`src/hw/rtl/wdfd_pkg.sv`:
```
`timescale 1ns / 1ps
// ----------------------------------------------------------------------------
// wdfd_pkg
// Shared types and constants of the word-delta frame decoder.
// ----------------------------------------------------------------------------
package wdfd_pkg;

   localparam int ADDR_BITS   = 20;
   localparam int WIDTH_BITS  = 13;
   localparam int PROD_BITS   = 30;
   localparam int QUEUE_DEPTH = 4;

   localparam logic [WIDTH_BITS-1:0] LINE_WIDTH_RESET = 13'd320;

   localparam logic [1:0] KIND_WORD = 2'd0;
   localparam logic [1:0] KIND_BYTE = 2'd1;
   localparam logic [1:0] KIND_DONE = 2'd2;

   typedef struct packed {
      logic [7:0] data_byte;
      logic       chunk_start;
   } req_type;

   typedef struct packed {
      logic [1:0]           write_kind;
      logic [ADDR_BITS-1:0] write_addr;
      logic [15:0]          write_data;
      logic [7:0]           repeat_words;
   } rsp_type;

   // command handed from the parser to the address stage
   typedef struct packed {
      logic [1:0]            kind;
      logic [15:0]           row;
      logic [WIDTH_BITS-1:0] width;
      logic [ADDR_BITS-1:0]  offset;
      logic [15:0]           data;
      logic [7:0]            repeat_words;
   } cmd_type;

endpackage

```
`src/hw/rtl/wdfd_front.sv`:
```
`timescale 1ns / 1ps
// ----------------------------------------------------------------------------
// wdfd_front
// Byte parser: walks line count, opcodes, packets and data words, and
// produces at most one write command per accepted byte.
// ----------------------------------------------------------------------------
module wdfd_front
   import wdfd_pkg::*;
(
   input  logic                  clock,
   input  logic                  reset,
   input  logic                  accept,
   input  req_type               req_payload,
   input  logic [WIDTH_BITS-1:0] line_width,
   output logic                  cmd_valid,
   output cmd_type               cmd
);

   localparam logic [2:0] PH_LCLO = 3'd0;
   localparam logic [2:0] PH_LCHI = 3'd1;
   localparam logic [2:0] PH_OPLO = 3'd2;
   localparam logic [2:0] PH_OPHI = 3'd3;
   localparam logic [2:0] PH_SKIP = 3'd4;
   localparam logic [2:0] PH_SIZE = 3'd5;
   localparam logic [2:0] PH_DLO  = 3'd6;
   localparam logic [2:0] PH_DHI  = 3'd7;

   logic [2:0]            phase_ff,     phase_in;
   logic [15:0]           lines_ff,     lines_in;
   logic [15:0]           packets_ff,   packets_in;
   logic [15:0]           row_ff,       row_in;
   logic [15:0]           pkt_row_ff,   pkt_row_in;
   logic [WIDTH_BITS-1:0] pkt_width_ff, pkt_width_in;
   logic [ADDR_BITS-1:0]  offset_ff,    offset_in;
   logic [7:0]            run_ff,       run_in;
   logic                  rep_ff,       rep_in;
   logic [7:0]            hold_ff,      hold_in;

   logic [2:0]           cur_phase;
   logic [15:0]          cur_lines;
   logic [15:0]          cur_packets;
   logic [15:0]          cur_row;
   logic [15:0]          cur_pkt_row;
   logic [ADDR_BITS-1:0] cur_offset;
   logic [7:0]           cur_run;
   logic                 cur_rep;
   logic [7:0]           b;
   logic [15:0]          word;
   logic [15:0]          pk_dec;
   logic [15:0]          ln_dec;
   logic [7:0]           run_dec;
   logic                 done;

   always_comb begin
      b           = req_payload.data_byte;
      cur_phase   = req_payload.chunk_start ? PH_LCLO : phase_ff;
      cur_lines   = req_payload.chunk_start ? 16'd0 : lines_ff;
      cur_packets = req_payload.chunk_start ? 16'd0 : packets_ff;
      cur_row     = req_payload.chunk_start ? 16'd0 : row_ff;
      cur_pkt_row = req_payload.chunk_start ? 16'd0 : pkt_row_ff;
      cur_offset  = req_payload.chunk_start ? '0 : offset_ff;
      cur_run     = req_payload.chunk_start ? 8'd0 : run_ff;
      cur_rep     = req_payload.chunk_start ? 1'b0 : rep_ff;
      word        = {b, hold_ff};
      pk_dec      = cur_packets - 16'd1;
      ln_dec      = cur_lines - 16'd1;
      run_dec     = cur_run - 8'd1;

      phase_in     = cur_phase;
      lines_in     = cur_lines;
      packets_in   = cur_packets;
      row_in       = cur_row;
      pkt_row_in   = cur_pkt_row;
      pkt_width_in = pkt_width_ff;
      offset_in    = cur_offset;
      run_in       = cur_run;
      rep_in       = cur_rep;
      hold_in      = hold_ff;
      done         = 1'b0;

      cmd_valid         = 1'b0;
      cmd.kind          = KIND_WORD;
      cmd.row           = cur_pkt_row;
      cmd.width         = pkt_width_ff;
      cmd.offset        = cur_offset;
      cmd.data          = word;
      cmd.repeat_words  = 8'd1;

      case (cur_phase)
         PH_LCLO: begin
            hold_in  = b;
            phase_in = PH_LCHI;
         end
         PH_LCHI: begin
            lines_in = word;
            phase_in = PH_OPLO;
            done     = (word == 16'd0);
         end
         PH_OPLO: begin
            if (cur_lines != 16'd0) begin
               hold_in  = b;
               phase_in = PH_OPHI;
            end
         end
         PH_OPHI: begin
            if (word[15]) begin
               phase_in = PH_OPLO;
               if (word[14]) begin
                  row_in = cur_row - word;
               end else begin
                  cmd_valid  = 1'b1;
                  cmd.kind   = KIND_BYTE;
                  cmd.row    = cur_row + 16'd1;
                  cmd.width  = line_width;
                  cmd.offset = '1;
                  cmd.data   = {8'd0, word[7:0]};
               end
            end else begin
               pkt_row_in   = cur_row;
               pkt_width_in = line_width;
               offset_in    = '0;
               row_in       = cur_row + 16'd1;
               packets_in   = word;
               if (word == 16'd0) begin
                  phase_in = PH_OPLO;
                  lines_in = ln_dec;
                  done     = (ln_dec == 16'd0);
               end else begin
                  phase_in = PH_SKIP;
               end
            end
         end
         PH_SKIP: begin
            offset_in = cur_offset + ADDR_BITS'(b);
            phase_in  = PH_SIZE;
         end
         PH_SIZE: begin
            if (b[7]) begin
               run_in   = 8'd0 - b;
               rep_in   = 1'b1;
               phase_in = PH_DLO;
            end else if (b == 8'd0) begin
               packets_in = pk_dec;
               if (pk_dec == 16'd0) begin
                  phase_in = PH_OPLO;
                  lines_in = ln_dec;
                  done     = (ln_dec == 16'd0);
               end else begin
                  phase_in = PH_SKIP;
               end
            end else begin
               run_in   = b;
               rep_in   = 1'b0;
               phase_in = PH_DLO;
            end
         end
         PH_DLO: begin
            hold_in  = b;
            phase_in = PH_DHI;
         end
         PH_DHI: begin
            cmd_valid = 1'b1;
            if (cur_rep) begin
               cmd.repeat_words = cur_run;
               offset_in = cur_offset + ADDR_BITS'({cur_run, 1'b0});
               run_in    = 8'd0;
            end else begin
               offset_in = cur_offset + ADDR_BITS'(2);
               run_in    = run_dec;
            end
            if (cur_rep || (run_dec == 8'd0)) begin
               packets_in = pk_dec;
               if (pk_dec == 16'd0) begin
                  phase_in = PH_OPLO;
                  lines_in = ln_dec;
               end else begin
                  phase_in = PH_SKIP;
               end
            end else begin
               phase_in = PH_DLO;
            end
         end
         default: begin
            phase_in = PH_LCLO;
         end
      endcase

      if (done) begin
         cmd_valid        = 1'b1;
         cmd.kind         = KIND_DONE;
         cmd.row          = 16'd0;
         cmd.width        = '0;
         cmd.offset       = '0;
         cmd.data         = 16'd0;
         cmd.repeat_words = 8'd1;
      end
   end

   always_ff @(posedge clock) begin
      if (reset) begin
         phase_ff     <= PH_LCLO;
         lines_ff     <= 16'd0;
         packets_ff   <= 16'd0;
         row_ff       <= 16'd0;
         pkt_row_ff   <= 16'd0;
         pkt_width_ff <= LINE_WIDTH_RESET;
         offset_ff    <= '0;
         run_ff       <= 8'd0;
         rep_ff       <= 1'b0;
         hold_ff      <= 8'd0;
      end else if (accept) begin
         phase_ff     <= phase_in;
         lines_ff     <= lines_in;
         packets_ff   <= packets_in;
         row_ff       <= row_in;
         pkt_row_ff   <= pkt_row_in;
         pkt_width_ff <= pkt_width_in;
         offset_ff    <= offset_in;
         run_ff       <= run_in;
         rep_ff       <= rep_in;
         hold_ff      <= hold_in;
      end
   end

endmodule

```
`src/hw/rtl/wdfd_queue.sv`:
```
`timescale 1ns / 1ps
// ----------------------------------------------------------------------------
// wdfd_queue
// Small command queue between the parser and the address stage.
// ----------------------------------------------------------------------------
module wdfd_queue
   import wdfd_pkg::*;
#(
   parameter int DEPTH = QUEUE_DEPTH
)
(
   input  logic    clock,
   input  logic    reset,
   input  logic    push,
   input  cmd_type push_cmd,
   input  logic    pop,
   output logic    full,
   output logic    head_valid,
   output cmd_type head_cmd
);

   localparam int PTR_BITS = $clog2(DEPTH);
   localparam int CNT_BITS = $clog2(DEPTH + 1);

   cmd_type             mem_ff [DEPTH];
   logic [PTR_BITS-1:0] wr_ptr_ff, wr_ptr_in;
   logic [PTR_BITS-1:0] rd_ptr_ff, rd_ptr_in;
   logic [CNT_BITS-1:0] count_ff, count_in;
   logic                do_pop;

   assign full       = (count_ff == CNT_BITS'(DEPTH));
   assign head_valid = (count_ff != '0);
   assign head_cmd   = mem_ff[rd_ptr_ff];
   assign do_pop     = pop && head_valid;

   always_comb begin
      wr_ptr_in = wr_ptr_ff;
      rd_ptr_in = rd_ptr_ff;
      count_in  = count_ff;
      if (push) begin
         wr_ptr_in = (wr_ptr_ff == PTR_BITS'(DEPTH - 1)) ? '0 : wr_ptr_ff + 1'b1;
      end
      if (do_pop) begin
         rd_ptr_in = (rd_ptr_ff == PTR_BITS'(DEPTH - 1)) ? '0 : rd_ptr_ff + 1'b1;
      end
      if (push && !do_pop) begin
         count_in = count_ff + 1'b1;
      end else if (do_pop && !push) begin
         count_in = count_ff - 1'b1;
      end
   end

   always_ff @(posedge clock) begin
      if (reset) begin
         wr_ptr_ff <= '0;
         rd_ptr_ff <= '0;
         count_ff  <= '0;
      end else begin
         wr_ptr_ff <= wr_ptr_in;
         rd_ptr_ff <= rd_ptr_in;
         count_ff  <= count_in;
      end
   end

   always_ff @(posedge clock) begin
      if (push) begin
         mem_ff[wr_ptr_ff] <= push_cmd;
      end
   end

endmodule

```
`src/hw/rtl/wdfd_back.sv`:
```
`timescale 1ns / 1ps
// ----------------------------------------------------------------------------
// wdfd_back
// Address stage: row times line width, then pointer add into the output
// register. Holds the line width register.
// ----------------------------------------------------------------------------
module wdfd_back
   import wdfd_pkg::*;
(
   input  logic                  clock,
   input  logic                  reset,
   input  logic                  csr_wr_en,
   input  logic [WIDTH_BITS-1:0] csr_wr_data,
   output logic [WIDTH_BITS-1:0] line_width,
   input  logic                  head_valid,
   input  cmd_type               head_cmd,
   output logic                  pop,
   output logic                  rsp_valid,
   input  logic                  rsp_stall,
   output rsp_type               rsp_payload
);

   logic [WIDTH_BITS-1:0] line_width_ff;
   logic                  a_valid_ff;
   cmd_type               a_cmd_ff;
   logic [ADDR_BITS-1:0]  a_prod_ff;
   logic                  out_valid_ff;
   rsp_type               out_ff;
   logic                  out_adv;
   logic                  a_adv;
   logic signed [PROD_BITS-1:0] prod_full;

   assign out_adv   = !out_valid_ff || !rsp_stall;
   assign a_adv     = !a_valid_ff || out_adv;
   assign pop       = a_adv;
   assign prod_full = $signed(head_cmd.row) * $signed({1'b0, head_cmd.width});

   assign line_width  = line_width_ff;
   assign rsp_valid   = out_valid_ff;
   assign rsp_payload = out_ff;

   always_ff @(posedge clock) begin
      if (reset) begin
         line_width_ff <= LINE_WIDTH_RESET;
         a_valid_ff    <= 1'b0;
         out_valid_ff  <= 1'b0;
      end else begin
         if (csr_wr_en) begin
            line_width_ff <= csr_wr_data;
         end
         if (a_adv) begin
            a_valid_ff <= head_valid;
         end
         if (out_adv) begin
            out_valid_ff <= a_valid_ff;
         end
      end
   end

   always_ff @(posedge clock) begin
      if (a_adv && head_valid) begin
         a_cmd_ff  <= head_cmd;
         a_prod_ff <= prod_full[ADDR_BITS-1:0];
      end
      if (out_adv && a_valid_ff) begin
         out_ff.write_kind   <= a_cmd_ff.kind;
         out_ff.write_addr   <= a_prod_ff + a_cmd_ff.offset;
         out_ff.write_data   <= a_cmd_ff.data;
         out_ff.repeat_words <= a_cmd_ff.repeat_words;
      end
   end

endmodule

```
`src/hw/rtl/word_delta_frame_decoder_unit.sv`:
```
`timescale 1ns / 1ps
// ----------------------------------------------------------------------------
// word_delta_frame_decoder_unit
// Decodes a word-oriented delta chunk, one payload byte per transaction on
// req, into frame-buffer write commands and a chunk-done marker on rsp.
// chunk_start on a byte restarts parsing at the line count.
// csr_wr_en/csr_wr_data load the line width (bytes per line, reset 320);
// write it only while the unit is idle.
// Throughput: one byte per cycle unless req_stall is high. Each byte
// gives at most one command; replicated runs come out as a single fill
// command. The parser feeds a command queue; the address stage (row
// times width, then pointer add) registers each command and drains it
// into the rsp output register.
// rsp_stall holds the output register; the queue keeps taking bytes until
// it is full, then req_stall rises.
// Reset (synchronous) empties queue and pipeline and returns the parser to
// the line-count phase.
// ----------------------------------------------------------------------------
module word_delta_frame_decoder_unit
   import wdfd_pkg::*;
#(
   parameter int QUEUE_DEPTH_P = QUEUE_DEPTH
)
(
   input  logic                  clock,
   input  logic                  reset,
   input  logic                  req_valid,
   output logic                  req_stall,
   input  req_type               req_payload,
   output logic                  rsp_valid,
   input  logic                  rsp_stall,
   output rsp_type               rsp_payload,
   input  logic                  csr_wr_en,
   input  logic [WIDTH_BITS-1:0] csr_wr_data
);

   logic                  accept;
   logic                  cmd_valid;
   cmd_type               cmd;
   logic                  full;
   logic                  head_valid;
   cmd_type               head_cmd;
   logic                  pop;
   logic [WIDTH_BITS-1:0] line_width;

   assign req_stall = full;
   assign accept    = req_valid && !full;

   wdfd_front u_front (
      .clock       (clock),
      .reset       (reset),
      .accept      (accept),
      .req_payload (req_payload),
      .line_width  (line_width),
      .cmd_valid   (cmd_valid),
      .cmd         (cmd)
   );

   wdfd_queue #(
      .DEPTH (QUEUE_DEPTH_P)
   ) u_queue (
      .clock      (clock),
      .reset      (reset),
      .push       (accept && cmd_valid),
      .push_cmd   (cmd),
      .pop        (pop),
      .full       (full),
      .head_valid (head_valid),
      .head_cmd   (head_cmd)
   );

   wdfd_back u_back (
      .clock       (clock),
      .reset       (reset),
      .csr_wr_en   (csr_wr_en),
      .csr_wr_data (csr_wr_data),
      .line_width  (line_width),
      .head_valid  (head_valid),
      .head_cmd    (head_cmd),
      .pop         (pop),
      .rsp_valid   (rsp_valid),
      .rsp_stall   (rsp_stall),
      .rsp_payload (rsp_payload)
   );

endmodule

```
`config.mk`:
```
export PLATFORM = sky130hd
export DESIGN_NAME = word_delta_frame_decoder_unit
export DESIGN_NICKNAME = d
export VERILOG_FILES = /design/src/hw/rtl/wdfd_pkg.sv /design/src/hw/rtl/wdfd_front.sv /design/src/hw/rtl/wdfd_queue.sv /design/src/hw/rtl/wdfd_back.sv /design/src/hw/rtl/word_delta_frame_decoder_unit.sv
export SDC_FILE = /design/constraint.sdc
export NUM_CORES = 1
export LEC_CHECK = 0
export ABC_AREA = 1
export BUFFER_PORTS_ARGS = -buffer_cell sky130_fd_sc_hd__buf_4
export CORE_MARGIN = 3
export CORE_UTILIZATION = 60
export DETAILED_ROUTE_END_ITERATION = 8
export PLACE_DENSITY = 0.77
export SETUP_SLACK_MARGIN = 0.05
export SLEW_MARGIN = 10
export SYNTH_ARGS = -nofsm -noshare
export SYNTH_HDL_FRONTEND = slang
export SYNTH_SLANG_ARGS = --single-unit
export TNS_END_PERCENT = 10
```
`constraint.sdc`:
```
create_clock -name clock -period 7.3 [get_ports clock]
set_input_delay 0.73 -clock clock [delete_from_list [all_inputs] [get_ports clock]]
set_output_delay 0.73 -clock clock [all_outputs]
set_load 0.01 [all_outputs]
```
* After elaboration in Yosys (flattened, before gate mapping)
Memories as Yosys holds them, arrays and structs flattened. A register that Yosys moved wholly into a read port is not among the register bits.
Index checks and enable logic that the tools add are counted.
** Cells by class
- Multiply operators :: 1
- Mux-type cells :: 69
- Equality and inequality tests :: 11
- Reduce and logical (&&, ||, !) cells :: 28
- Add/sub/neg operators :: 14
- Bitwise operators :: 1
** Operator list (count)
- $mux W16 :: 19
- $mux W67 :: 2
- $mux W75 :: 1
- $mux W66 :: 1
- $pmux W16 S4 :: 1
- $mux W20 :: 3
- $pmux W20 S3 :: 1
- $mux W8 :: 7
- $logic_not A16 Y1 :: 3
- $pmux W16 S3 :: 1
- $pmux W8 S2 :: 2
- $sub A16 B1 Y16 const B :: 2
- $mux W3 :: 10
- $pmux W3 S8 :: 1
- $add A20 B2 Y20 const B :: 1
- $add A20 B20 Y20 :: 1
- $add A20 B8 Y20 :: 1
- $add A20 B9 Y20 :: 1
- $mul A16 B14 Y20 :: 1
- $add A16 B1 Y16 const B :: 1
- $logic_not A8 Y1 :: 2
- $reduce_bool A16 Y1 :: 1
- $sub A16 B16 Y16 :: 1
- $eq A3 B3 Y1 const B :: 5
- 22 further kinds :: 55
** Storage, ports and cells
- Output and inout bits :: 48
- Bits in registers :: 251
- Memories kept :: 1
- Memory bits (writable) :: 300
** Memories
- u_queue.mem_ff :: words 4, bits a word 75, read ports 1, clocked after memory_dff 1, write ports 1, line wdfd_queue.sv:25 : cmd_type mem_ff [DEPTH];

* Longest topological paths before layout
Gate-level depths: netlist of run 1.
- Depth after elaboration :: 13
- Mapped depth :: 34
- Mapped depth without buffers :: 31

* Hierarchy
A second synthesis of run 1 with hierarchy kept.
** Second synthesis, totals
- Cell total of the unflattened synthesis :: 3886
- Area, all modules :: 34235.3 um^2
** Modules (own cells, without submodules)
- wdfd_queue :: times used 1, cells each 789, area each 12350.6 um^2, seq. area each 9188.8 um^2
- wdfd_front :: times used 1, cells each 1919, area each 11054.4 um^2, seq. area each 2342.2 um^2
- wdfd_back :: times used 1, cells each 1173, area each 10806.6 um^2, seq. area each 3663.5 um^2
- word_delta_frame_decoder_unit :: times used 1, cells each 5, area each 23.8 um^2, seq. area each 0.0 um^2

* Worst setup path before layout of run 1
Ideal clock, no wire load.
- Path type :: flip-flop to flip-flop
- From :: register with a tool-made name
- To :: register u_back.a_prod_ff[19] (data pin)
- Required time :: 7048 ps
- Setup time :: 252 ps
- Cell stages (with the launch flop) :: 34
- Slack :: 903 ps
- Arrival :: 6145 ps
- Path buffers :: 3
- Period minus slack after synthesis :: 6397 ps
- Cells stage by stage :: dfxtp_1 buf_2 clkbuf_1 buf_1 nand2_1 a32oi_1 inv_1 nor2_1 fa_1 inv_1 fa_1 inv_1 fa_1 ha_1 fa_1 inv_1 fa_1 inv_1 ha_1 nand2_1 nor2_1 nand2_1 o211ai_1 nand2_1 nand2_1 a21oi_1 o21ai_0 nand2_1 o21bai_1 nand2_1 nand2_1 inv_1 nand2_1 nand2_1
** RTL lines
- to (signal assigned) :: line wdfd_back.sv:63 : a_prod_ff <= prod_full[ADDR_BITS-1:0];
- to (decl) :: line wdfd_back.sv:26 : logic [ADDR_BITS-1:0] a_prod_ff;

==> results of run 1 <==
worst max path at each step:
| stage | from | to | slack [ns] | depth (start not counted) |
|---|---|---|---|---|
| floorplan | flop | u_back.a_prod_ff[19]$_DFFE_PP_ | 0.90 | 33 |
| global placement | flop | u_back.a_prod_ff[18]$_DFFE_PP_ | 0.81 | 21 |
| detailed placement | flop | u_back.a_prod_ff[19]$_DFFE_PP_ | 0.66 | 32 |
| CTS | flop | u_back.a_prod_ff[19]$_DFFE_PP_ | 0.58 | 32 |
| global route | flop | u_back.a_prod_ff[19]$_DFFE_PP_ | 0.07 | 31 |
| finish | flop | u_back.a_prod_ff[19]$_DFFE_PP_ | 0.53 | 32 |
metal layers:
| metal | vias up | share of wire [%] |
|---|---|---|
| met5 | - | 0 |
| met4 | 0 | 2.4 |
| met3 | 152 | 9.4 |
| met2 | 1285 | 46 |
| met1 | 12540 | 42 |
| li1 | 12570 | - |
area by class of cell:
class,instances,area (sq um)
timing repair buffer,132,1066
clock buffer,66,1428
fill,4181,17270
tap,688,860.8
multi-input combinational,2520,15010
inverter,495,1862
clock inverter,38,489.2
sequential,553,15200
state kept, by name, summed over array words and instances (netlist names), 16 cells and up, named ones only:
signal and flops:
u_back.a_prod_ff 20, u_front.offset_ff 20, u_back.rsp_payload 46, u_back.a_cmd_ff 46, u_front.row_ff 16, u_queue.mem_ff 300
u_front.packets_ff 16, u_front.lines_ff 16, u_front.pkt_row_ff 16
cells in the final DEF, fill, tap and decap left out, drive strengths merged, types with 3 or more instances in the layout:
master / instances
nand2: 658
inv: 489
nor2: 469
edfxtp: 412
o21ai: 338
a21oi: 289
nand3: 158
dfxtp: 141
buf: 132
fa: 127
ha: 118
clkbuf: 66
o22ai: 58
xor2: 55
a31oi: 40
clkinv: 32
nor3: 28
xnor2: 21
a32oi: 20
o211ai: 19
a211oi: 16
nand4: 15
a22oi: 13
or2: 13
bufinv: 9
o21bai: 7
a21o: 7
nor4: 7
a221oi: 6
o2111ai: 6
nand3b: 5
o221ai: 5
nor3b: 3
o21a: 3
clkinvlp: 3
and2: 3
critical path, delay by kind of cell, from the launching register on:
kind / cells / cell delay, ns
and+or+nand+nor: 12 / 1.07
buffers and inverters: 8 / 1.14
adders and majority gates: 7 / 2.83
DFF: 1 / 0.50
AOI/OAI and AO/OA: 5 / 1.00
metrics by stage:
stage          hold slack [ns]  setup slack, ns  instance area (sq um)
2_1_floorplan           0.4003           0.9030                  32680
3_3_place_gp            0.4018           0.8062                  34000
3_5_place_dp            0.4045           0.6601                  34000
4_1_cts                 0.3077           0.5827                  35920
5_1_grt                 0.3199          0.07293                  35920
6_report                0.3327           0.5347                  35920
cells by family (layout without fill, tap and decap cells):
group	after synthesis	in the layout	synth area share, %
and+or+nand+nor	1360	1360	17.13
AOI/OAI and AO/OA	839	839	14.30
buffers and inverters	646	731	7.744
DFF	553	553	46.49
adders and majority gates	245	245	12.30
xor gates and xnor gates	76	76	2.037
==> metrics.cfg, run 1 <==
[flow_run]
drv_cap=0

[floorplanning]
rows=84
die_h_microns=239.4
pin_count=75
initial_utilization_pct=61.46
dieArea_sq_um=57310
die_w_microns=239.4
core-area_sq_um=53180

[drt]
detail-route-antenna-nets=0
routed_wl_microns=82450
drt_pass1_iterations=8
vias_per_cell=5.909
drtIter0Drc=3087
drc=0
routedWlPerCell_microns=18.36
vias=26540

[timing]
setup-violations-final=0
timing.fmax_ghz=0.1478
post-route-period-util_pct=92.68
hold_viol=0
rsz0062_at_grt=no
tightest_slew_ns=1.036
min_period_ns=6.765
slew-limit-headroom_pct=30.85
worst_clock_skew_ns=0.02612
drv_slew=0
fin_setup_tns_ns=0

[critical_path]
cp.arrival_ns=7.14
required_ns=7.68
r2r_slack_ns=0.53
path_common_cell=nand2_1
crit_fanout=42
cp-start-kind=flop
cp-end-kind=flop
timing.rr.end=u_back.a_prod_ff[19]$_DFFE_PP_
crit_type=reg -> reg
slowest_stage=dfxtp_4
r2r_cells=32
cp_slowest_stage_delay_ns=0.50

[clock_network]
cts_tree=done
path_clk_slew_ns=0.07
cts_resized=0
clk_latency_ns=0.63
cts_buffers=55
postCtsHoldBufs=0
clock_path_buffers=3
post_cts_buffers=0
htree_levels=2
clock-sinks=553
cts_root_buf=clkbuf_16

[synthesis]
syn_area_per_cell_sq_um=8.788
postSynthCellCount=3719
synthArstFlopShare_pct=0
synthesis.nets=3991
synth_top_cell_by_area=edfxtp_1
yosysWarnings=0
yosysTopAreaCellShare_pct=37.85
synth-seq-cells=553
ys.flop_type=edfxtp_1
synth_edf_count=412
netlist_top_cells_count=643 x nand2_1, 469 x inv_1, 455 x nor2_1, 412 x edfxtp_1, 315 x o21ai_0
seq_area_frac_synth_pct=46.49
syn_area_sq_um=32680
synthDistinctLibCells=59
synth.area.top_cells=edfxtp_1 38%, dfxtp_1 8.6%, fa_1 7.8%, nand2_1 7.4%, inv_1 5.4%
synth.most_common_cell=nand2_1

[placement]
port_buffers=74
place.gp.congestion=0.9730
dp_hpwl_microns=56190
dp_cells=4388

[cells_and_area]
post-route-util_pct=67.53
instances_no_fill=4492
fin_nets=4029
area_growth_pct=9.888
drive_above_1_share_pct=7.781
diodes=0

[global_route]
gr-usage-all-layers_pct=28.72
antenna_found_initial=0
grt_overflow=0
busiest_layer=met2
grt_pass1_wl_microns=131600
use_met3_pct=4.226
grtUsageMet2_pct=46.04
grt_pass1_vias=24990
grt_max_degree=93
use_met1_pct=41.38

[min_path]
hold_end=u_back.line_width[8]$_SDFFE_PP1P_
min_from=csr_wr_data[8]
hold_path_depth=3
holdCritPathClass=in -> reg

[status]
outcome=complete, no violations

Power of run 1 is left out: the tool's default activity adds up to more than one toggle a clock period on the data nets, which glitch-free logic cannot reach.
==> run 2: changes to the inputs <==
--- a/config.mk
+++ b/config.mk
@@ -10,10 +10,12 @@
 export CORE_MARGIN = 3
 export CORE_UTILIZATION = 60
 export DETAILED_ROUTE_END_ITERATION = 8
+export GPL_TIMING_DRIVEN = 0
 export PLACE_DENSITY = 0.77
 export SETUP_SLACK_MARGIN = 0.05
 export SLEW_MARGIN = 10
 export SYNTH_ARGS = -nofsm -noshare
 export SYNTH_HDL_FRONTEND = slang
+export SYNTH_HIERARCHICAL = 1
 export SYNTH_SLANG_ARGS = --single-unit
 export TNS_END_PERCENT = 10
==> metrics.cfg, run 2 <==
[synthesis]
syn_area_per_cell_sq_um=8.810  ; +0.25%
synth.most_common_cell=nand2_1
yosysWarnings=6  ; +6
synthArstFlopShare_pct=0  ; unchanged
syn_area_sq_um=34240  ; +4.7%
synth.area.top_cells=edfxtp_1 36%, dfxtp_1 8.2%, nand2_1 7.7%, fa_1 7.4%, inv_1 6.6%
synth_top_cell_by_area=edfxtp_1
seq_area_frac_synth_pct=44.38  ; -2.1 points
postSynthCellCount=3886  ; +4.5%
synthesis.nets=4156  ; +4.1%
yosysTopAreaCellShare_pct=36.14  ; -1.7 points
netlist_top_cells_count=706 x nand2_1, 605 x inv_1, 412 x edfxtp_1, 396 x nor2_1, 300 x o21ai_0
synth-seq-cells=553  ; unchanged
synth_edf_count=412  ; unchanged
synthDistinctLibCells=65  ; +10%
ys.flop_type=edfxtp_1

[critical_path]
crit_fanout=10  ; -76%
cp-end-kind=flop
timing.rr.end=u_back/a_prod_ff[19]$_DFFE_PP_
r2r_cells=24  ; -25%
required_ns=7.64  ; -0.04 ns
crit_type=reg -> reg
r2r_slack_ns=0.30  ; -0.23 ns
cp-endpoint=u_back/a_prod_ff[19]$_DFFE_PP_
cp.arrival_ns=7.33  ; +0.19 ns
cp-start-kind=flop

[clock_network]
clock_path_buffers=3  ; unchanged
clock-sinks=553  ; unchanged
path_clk_slew_ns=0.06  ; about the same
cts_buffers=57  ; +3.6%
cts_tree=done
htree_levels=2  ; unchanged
cts_root_buf=clkbuf_16
clk_latency_ns=0.66  ; +0.03 ns

[cells_and_area]
multi_input_area_sq_um=15760  ; +5.0%
finish.instance_area_sq_um=37880  ; +5.5%
diodes=0  ; unchanged
regMostFlops=u_queue/mem_ff
final_common_cell=nand2_1
largest_reg_flops=300  ; unchanged
post-route-util_pct=67.96  ; +0.43 points
area_growth_pct=10.65
seq_area_sq_um=15200  ; unchanged
drive_above_1_share_pct=11.47  ; +3.7 points
mostFrequentLayoutCells=706 x nand2_1, 600 x inv_1, 412 x edfxtp_1
fillCellCount=4459  ; +6.6%
fin_nets=4296  ; +6.6%

[timing]
min_period_ns=6.996  ; +0.2304 ns
rsz0062_at_grt=no
worst_clock_skew_ns=0.07617  ; +0.05005 ns
setup-violations-final=0  ; unchanged
drv_slew=0  ; unchanged
fin_setup_tns_ns=0  ; unchanged
tightest_slew_ns=1.074  ; +0.03826 ns
slew-limit-headroom_pct=27.62  ; -3.2 points
setup_slack_ns=0.3043  ; -0.2304 ns
post-route-period-util_pct=95.83  ; +3.2 points
timing.fmax_ghz=0.1429  ; -3.3%
hold_viol=0  ; unchanged

[placement]
dp_hpwl_microns=68540  ; +22%
place.gp.congestion=1.004  ; +3.2%
post-place-ws_ns=-0.6258  ; -1.286 ns
port_buffers=74  ; unchanged
placed_area_sq_um=35900  ; +5.6%

[drt]
routed_wl_microns=94550  ; +15%
vias_per_cell=5.829  ; -1.4%
detail-route-antenna-nets=0  ; unchanged
drt_pass1_iterations=6  ; -2
drtIter0Drc=3437  ; +11%
routedWlPerCell_microns=19.62  ; +6.9%
vias=28090  ; +5.8%
drc=0  ; unchanged

[floorplanning]
dieArea_sq_um=59960  ; +4.6%
core-area_sq_um=55740  ; +4.8%
initial_utilization_pct=61.42  ; about the same
pin_count=75  ; unchanged
die_w_microns=244.9  ; +2.3%
rows=86  ; +2.4%
die_h_microns=244.9  ; +2.3%

[flow_run]
drv_cap=0  ; unchanged

[global_route]
grt_pass1_vias=27040  ; +8.2%
grt_overflow=0  ; unchanged
gr-usage-all-layers_pct=31.50  ; +2.8 points
antenna_found_initial=1  ; +1
grt_pass1_wl_microns=147800  ; +12%
grt_max_degree=66  ; -29%

[status]
outcome=complete, no violations

[min_path]
holdCritPathClass=in -> reg
min_from=csr_wr_data[8]

-- run 2: changes by cell type after synthesis, sizes merged, moves of 22 or more --
cell    before  now
o22ai       58   86
o211ai      19   48
a31oi       40   18
inv        489  617
a21oi      289  226
buf         41   64
nand2      658  743
nand4       15   39
-- run 2: logic make-up after synthesis --
group,synth area share (%)
flip-flops,44.38
adder cells (fa/ha/maj),11.67
AND/OR/NAND/NOR,18.88
AO/OA/AOI/OAI,13.73
XOR/XNOR,1.659
buffers and inverters,9.681
-- run 2: area by class of cell --
class	instances	area share, %
Inverter	623	6.219
Clock buffer	66	3.854
Buffer	171	2.626
Clock inverter	39	1.133
Timing Repair Buffer	84	1.962
Multi-Input combinational cell	2536	41.61
Tap cell	748	2.471
Sequential cell	553	40.12
-- run 2: metrics by stage --
stage	hold slack, ns	instances
6_report	0.3410	4820
5_1_grt	0.3226	4820
4_1_cts	0.3128	4817
3_5_place_dp	0.4045	4714
3_3_place_gp	0.4024	4708
2_1_floorplan	0.4003	3886
-- run 2: critical path, stage by stage (launching register included) --
cell and delay (ns):
dfxtp_4 0.40, buf_6 0.18, inv_6 0.11, buf_12 0.18, buf_12 0.19, nor2_4 0.04, o22ai_2 0.40, clkbuf_2 0.39
nand2_1 0.12, fa_1 0.52, inv_1 0.05, fa_1 0.47, fa_1 0.54, fa_1 0.53, fa_1 0.54, inv_1 0.06
fa_1 0.53, inv_1 0.04, ha_1 0.37, a21oi_1 0.25, o21ai_0 0.13, a21oi_1 0.18, nand3b_1 0.19, nand3_1 0.13
nand2_1 0.09
-- run 2: timing repair --
item	4_1_cts	5_1_grt
endpoints found under the setup margin	7	6
setup buffers	1	3
endpoints found under the hold margin	0	0
gates resized for setup	19	24
hold buffers	0	0
pin swaps	1	2
-- run 2: worst min-delay path by stage --
stage / slack (ns) / end / depth (start not counted)
floorplan: 0.40 / u_back/rsp_payload[0]$_DFFE_PP_ / 0
detailed placement: 0.40 / u_back/rsp_payload[14]$_DFFE_PP_ / 0
global route: 0.32 / u_back/line_width[6]$_SDFFE_PP1P_ / 3
CTS: 0.31 / u_back/line_width[8]$_SDFFE_PP1P_ / 3
finish: 0.34 / u_back/line_width[8]$_SDFFE_PP1P_ / 3
global placement: 0.40 / u_back/rsp_payload[1]$_DFFE_PP_ / 0
-- run 2: layer usage --
layer	track usage (%)	vias up	wire length, microns
met5	0	-	9
met4	14.08	2	4672
met3	5.375	276	9786
met2	50.89	1563	43280
met1	42.07	13140	36800
li1	-	13110	-
Power of run 2 is left out for the same reason.
